===== config.mk =====
export PLATFORM = sky130hd
export DESIGN_NAME = bfe_front
export DESIGN_NICKNAME = d
export VERILOG_FILES = /design/src/hw/rtl/bfe_pkg.sv /design/src/hw/rtl/bfe_front.sv
export SDC_FILE = /design/constraint.sdc
export NUM_CORES = 1
export LEC_CHECK = 0
export BUFFER_PORTS_ARGS = -buffer_cell sky130_fd_sc_hd__clkbuf_2
export CAP_MARGIN = 10
export CORE_MARGIN = 2
export CORE_UTILIZATION = 52
export DETAILED_ROUTE_END_ITERATION = 12
export PLACE_DENSITY = 0.81
export SLEW_MARGIN = 20
export SYNTH_ARGS = -nofsm -noshare
export SYNTH_HDL_FRONTEND = slang
export SYNTH_SLANG_ARGS = --single-unit

===== constraint.sdc =====
create_clock -name i_clk -period 3.2 [get_ports i_clk]
set_input_delay 0.48 -clock i_clk [delete_from_list [all_inputs] [get_ports i_clk]]
set_output_delay 0.48 -clock i_clk [all_outputs]
set_load 0.02 [all_outputs]

===== src/hw/rtl/bfe_pkg.sv =====
package bfe_pkg;
    localparam int MaxBits   = 65536;
    localparam int MaxHashes = 16;
    localparam int AddrW     = $clog2(MaxBits);
    localparam int NumW      = AddrW + 1;
    localparam int HashW     = $clog2(MaxHashes) + 1;
    localparam int KeyW      = 32;
    localparam int QDepth    = 2;
    localparam int QIdxW     = $clog2(QDepth);
    localparam logic [KeyW-1:0] GoldenMix = 32'h9e3779b9;

    localparam logic [1:0] RegNumBits   = 2'd0;
    localparam logic [1:0] RegHashCount = 2'd1;
    localparam logic [1:0] RegMinKey    = 2'd2;
    localparam logic [1:0] RegMaxKey    = 2'd3;

    localparam logic OpInsert = 1'b0;
    localparam logic OpQuery  = 1'b1;

    // classified job handed from front to back
    typedef struct packed {
        logic            op;
        logic            in_range;
        logic            probe;
        logic [KeyW-1:0] key;
    } t_job;
endpackage


===== src/hw/rtl/bfe_front.sv =====
module bfe_front (
    input  logic                  i_clk,
    input  logic                  i_rst_n,
    input  logic                  i_valid,
    output logic                  o_stall,
    input  logic                  i_op,
    input  logic signed [31:0]    i_key,
    input  logic signed [31:0]    i_min_key,
    input  logic signed [31:0]    i_max_key,
    input  logic                  i_probe_en,
    output logic                  o_job_valid,
    input  logic                  i_job_take,
    output bfe_pkg::t_job         o_job
);
    import bfe_pkg::*;

    t_job               r_q [QDepth];
    logic [QIdxW-1:0]   r_wp, r_rp;
    logic [QIdxW:0]     r_cnt;
    logic               push;
    logic               pop;
    t_job               new_job;

    // classify: range check and whether any probe runs
    always_comb begin
        new_job.op       = i_op;
        new_job.key      = i_key;
        new_job.in_range = (i_key >= i_min_key) && (i_key <= i_max_key);
        new_job.probe    = i_probe_en;
    end

    assign o_stall     = (r_cnt == (QIdxW+1)'(QDepth));
    assign push        = i_valid && !o_stall;
    assign pop         = i_job_take && (r_cnt != '0);
    assign o_job_valid = (r_cnt != '0);
    assign o_job       = r_q[r_rp];

    // queue payload
    always_ff @(posedge i_clk) begin
        if (push) begin
            r_q[r_wp] <= new_job;
        end
    end

    // queue pointers
    always_ff @(posedge i_clk) begin
        if (!i_rst_n) begin
            r_wp  <= '0;
            r_rp  <= '0;
            r_cnt <= '0;
        end else begin
            if (push) r_wp <= r_wp + 1'b1;
            if (pop)  r_rp <= r_rp + 1'b1;
            r_cnt <= r_cnt + (QIdxW+1)'(push) - (QIdxW+1)'(pop);
        end
    end
endmodule


# Word-level counts from Yosys, hierarchy flattened
# Memory sizes are Yosys's and may differ from the RTL's. A register that Yosys moved wholly into a read port is not among the register bits.
# Index checks and enable logic that the tools add are counted.
totals:
  register_bits: 4
  ramBits: 70
  inputBits: 102
  output_inout_bits: 37
  word_cells: 20
  mem_count: 1
op_classes:
  n_addsub: 4
  order_cmp: 2
  n_eq_ne: 1
  n_mux: 4
  reduce_logical: 5
mem_list:
  columns: ["name", "words", "width", "read_ports", "rd_ports_with_merged_regs", "wr", "line", "source"]
  rows:
  - ["r_q", 2, 35, 1, 1, 1, "bfe_front.sv:17", "t_job r_q [QDepth];"]
ops:
  columns: ["operator", "n"]
  rows:
  - ["greater-or-equal comparator 32 bit", 1]
  - ["less-or-equal comparator 32 bit", 1]
  - ["2-to-1 mux 1 bit", 4]
  - ["logical AND 1 bit", 3]
  - ["adder 1 bit (second input constant)", 2]
  - ["adder 2 x 1 -> 2 bit", 1]
  - ["equality test 2 bit (second input constant)", 1]
  - ["nonzero test 2 bit", 1]
  - ["subtractor 2 x 1 -> 2 bit", 1]
  - ["logical NOT 1 bit", 1]

# Logic depth before layout (Yosys ltp)
logic_depth:
  depth_word: 5
  mapped_depth: 8

# Least setup slack after synthesis
# OpenSTA, ideal clock, no wires.
synth_timing:
  path_type: "input to register"
  from: "input port i_valid"
  to: "memory r_q[0][0] (netlist name), enable pin"
  setup_time_ns: 0.429
  t_arrival_ns: 2.060
  required_ns: 2.771
  path_slack_ns: 0.711
  path_stages: 2
  n_path_buf: 0
  path_cell_list: "nand2_1 -> nor2_1"
synth_via:
  elab_chain_len: 3
synth_rtl:
  columns: ["element", "line", "source"]
  rows:
  - ["start: declaration", "bfe_front.sv:4", "input logic i_valid,"]
  - ["logical AND 1 bit", "bfe_front.sv:33", "assign push = i_valid && !o_stall;"]
  - ["2-to-1 mux 1 bit", "bfe_front.sv:40", "if (push) begin"]
  - ["2-to-1 mux 1 bit (implied by the code)", "bfe_front.sv:41", "r_q[r_wp] <= new_job;"]
  - ["end: declaration", "bfe_front.sv:17", null]
# Every way passes these cells.

==> metrics.md <==
| Metric | Value |
|---|---|
| Outcome | finished, final reports clean |
| Count of nets after finishing | roughly 670 |
| Total power divided by cell area | between 500 and 600 nW/um^2 |
| Number of H-tree levels | 3 |
| Routability congestion estimate from global placement | between 0.8 and 0.9 |
| Path class of the lowest-slack min-delay path | primary input to flop |
| Worst R2R End | r_q[0][33]$_DFFE_PP_ |
| Delay of the slowest cell on the worst path | 960 ps |
| Count of final setup violators | 0 |
| Clock latency reported for the late side of the worst-skew pair | between 300 and 400 ps |
| Number of stages on the worst setup path | 2 |
| Number of port buffers | 138 |
| Final period util | between 70% and 80% |
| Largest clock skew in the final design | between 6 and 7 ps |
| Maximum number of buffers from clock root to sink | 2 |
| Antenna violations before repair | 0 |
| Number of buffers created by CTS | 9 |
| Leak | ~2.6 nW |
| Family with the most delay on the worst path | flip-flops |
| Detailed-placement wirelength estimate | ~7700 um |
| # fillers | approximately 660 |
| WP data required | approximately 2700 ps |
| Critical-path cell with the highest stage delay | sky130_fd_sc_hd__dfxtp_2 |
| Post-CTS Repair Setup Buffers | 0 |
| Largest cells by area after synthesis | sky130_fd_sc_hd__edfxtp_1, sky130_fd_sc_hd__ha_1, sky130_fd_sc_hd__mux2_2 |
| Starting density of the core | 53.8% |
| Area of the mapped netlist | 4420 sq um |
| RSZ-0062 raised after global routing | false |
| Via count of the first global-routing pass | roughly 3.3k |
| Critical Path AT | 1910 ps |
| Final routed DRC violation total | 0 |
| Post-synthesis cell count | around 360 |
| Most frequent cells after synthesis | sky130_fd_sc_hd__edfxtp_1, sky130_fd_sc_hd__ha_1, sky130_fd_sc_hd__inv_1, sky130_fd_sc_hd__mux2_2, sky130_fd_sc_hd__a21oi_1 |
| CP startpoint kind | flop |
| Number of diodes added for antenna fixing | 0 |
| Post_cts resized | 0 |
| Post-DR vias/cell | between 5 and 6 |
| Final setup TNS | 0 ps |
| Kind of critical path | flop to output pin |
| Maximum operating frequency | ~0.42 GHz |
| Critical Path, Cell by Cell | mux2_2 > clkbuf_2 |
| Final Total Pwr | ~3.0 mW |
| Cell taking the most area after synthesis | sky130_fd_sc_hd__edfxtp_1 |
| Avg Synthesized Cell Area | around 12 sq um |
| Placed insts | approximately 600 |
| Initial drt markers | roughly 80 |
| Number of warnings printed during yosys synthesis | 0 |
| Final Critical Period | 2390 ps |
| Clock transition at the registers of the reported paths | around 80 ps |
| Global-route wire length before repair | 15,100 um |
| Total track usage | between 20% and 30% |
| Pre-Repair DR Iteration Count | 4 |
| Count of unique library cells instantiated by Yosys | 39 |
| Minimum setup slack among reg-to-reg paths | approximately 1300 ps |
| Core footprint | 8220 sq um |
| Number of flip-flops and latches in the synthesized netlist | 75 |
| Slew at the pin closest to its max-slew limit | approximately 950 ps |
| Overflow left after global routing | 0 |
| Placement Cell Area | around 5200 sq um |
| Final Hold Viols | 0 |
| Sequential-to-total area share from yosys stat | 49.8% |
| Share of synthesized registers carrying an async set or reset | 0% |
| Number of clock sinks | between 70 and 80 |
| Crit path buf inv count | 1 |
| Share of post-route cells with drive strength above 1 | 39.4% |
| Total number of vias | 3,290 |
| Number of flops mapped to enable cells by yosys | 70 |
| Routed wire length | between 9000 and 10,000 um |
| Critical path destination | o_job[33] |
| # hold bufs at CTS | 0 |
| Boundary Pins | 139 |
| Headroom to the max-slew limit | between 30% and 40% |
| Peak ir drop on the vdd network | approximately 0.00026 V |
| Final Max Tran Viols | 0 |
| Most common cell in the synthesized netlist | sky130_fd_sc_hd__edfxtp_1 |
| Clk Tree Root Cell | sky130_fd_sc_hd__clkbuf_8 |
| Crit. End Element | output pin |
| CTS tree | yes |
| Max-cap check violation count | 0 |
| Die footprint | a little over 9000 sq um |
| Post-synth top area share | 47.5% |
| Horiz. Die Dim | a little under 100 um |
| Area Overhead vs Synth | 23.0% |
| Largest net degree at the start of global routing | 36 |
| Number of nets with antenna violations after routing | 0 |
| Worst R2R Path Depth | 4 |
| Main synth FF type | sky130_fd_sc_hd__edfxtp_1 |
| Syn nets | around 530 |
| Fin cells | ~620 |
| Die boundary height | slightly below 100 um |
| Critical path fanouts, max | 35 |
| Post-route design area | roughly 5400 sq um |
| Rows | 33 |
| Startpoint of the worst register-to-register path | r_cnt[0]$_SDFF_PN0_ |
| Routed WL per cell | 16.2 um |
[worst register-to-register path, stage by stage, from the launching register on]
cell and delay (ps):
sky130_fd_sc_hd__dfxtp_1 350, sky130_fd_sc_hd__nand2b_1 150, sky130_fd_sc_hd__nand2_1 130, sky130_fd_sc_hd__nor2_4 610, sky130_fd_sc_hd__buf_4 380
[power breakdown]
group | total [mW] | switching, mW | internal [mW] | leakage (nW)
Sequential | 1.32 | 0.0948 | 1.22 | 0.696
Combinational | 0.945 | 0.533 | 0.412 | 1.79
Clock | 0.718 | 0.361 | 0.357 | 0.0950
Total | 2.98 | 0.988 | 1.99 | 2.59
[state kept, by name (all words and copies together), names as in the netlist, named ones only]
signal  count
r_wp        1
r_cnt       2
r_rp        1
r_q        70
[metal layers]
metal	GRT usage (%)	part of all wire, %	vias to the layer above
met5	0	0	-
met4	11.4	3.0	0
met3	3.68	4.8	26
met2	38.0	52	111
met1	26.1	41	1551
li1	-	-	1602
[how the worst min path moves through the flow]
| stage | startpoint | end | slack [ps] | depth (start not counted) |
|---|---|---|---|---|
| final | i_probe_en | r_q[0][32]$_DFFE_PP_ | 330 | 1 |
| after global routing | i_probe_en | r_q[0][32]$_DFFE_PP_ | 310 | 1 |
| after CTS | i_probe_en | r_q[0][32]$_DFFE_PP_ | 310 | 1 |
| after detailed placement | r_rp$_SDFFE_PN0P_ | flop | 520 | 2 |
| after global placement | r_rp$_SDFFE_PN0P_ | flop | 520 | 2 |
| after floorplan | r_rp$_SDFFE_PN0P_ | flop | 500 | 2 |
[cell usage in the layout (no fill, tap or decap), drive strengths merged, types with 2 or more instances in the layout]
cell type	count
clkbuf	147
edfxtp	70
ha	66
inv	65
mux2	35
a21oi	27
nand4	14
nand2	13
o21a	7
nor2b	6
nor2	5
dfxtp	5
and2	4
a21o	4
nand3	4
o21ai	4
clkinv	4
a21boi	4
nor4	4
xnor2	3
o2bb2ai	2
o211ai	2
clkinvlp	2
[metrics by stage]
step	utilization (%)	hold slack, ps	worst slack (ps)
floorplan	-	504	711
global placement	63.9	519	765
detailed placement	63.9	523	756
CTS	66.2	307	771
global route	66.2	310	703
finish	66.2	331	815
[layout make-up]
type                            count  area (sq um)  area share, %
Tap cell                          105           131           2.41
Clock buffer                        9           124           2.28
Clock inverter                      7          68.8           1.26
Timing Repair Buffer              139           698           12.8
Multi-Input combinational cell    215          1970           36.2
Sequential cell                    75          2200           40.5
Inverter                           65           244           4.48
[kinds of logic (layout without fill, tap and decap cells)]
kind of cell,after synthesis,count (layout),share of synthesized area [%]
DFF,75,75,49.8
buffers and inverters,69,220,5.86
adders and majority gates,66,66,18.7
AOI/OAI and AO/OA,56,56,8.74
and+or+nand+nor,55,55,7.44
muxes,35,35,8.91
xor gates and xnor gates,3,3,0.594
No activity file was read; power rests on OpenSTA's default activity.
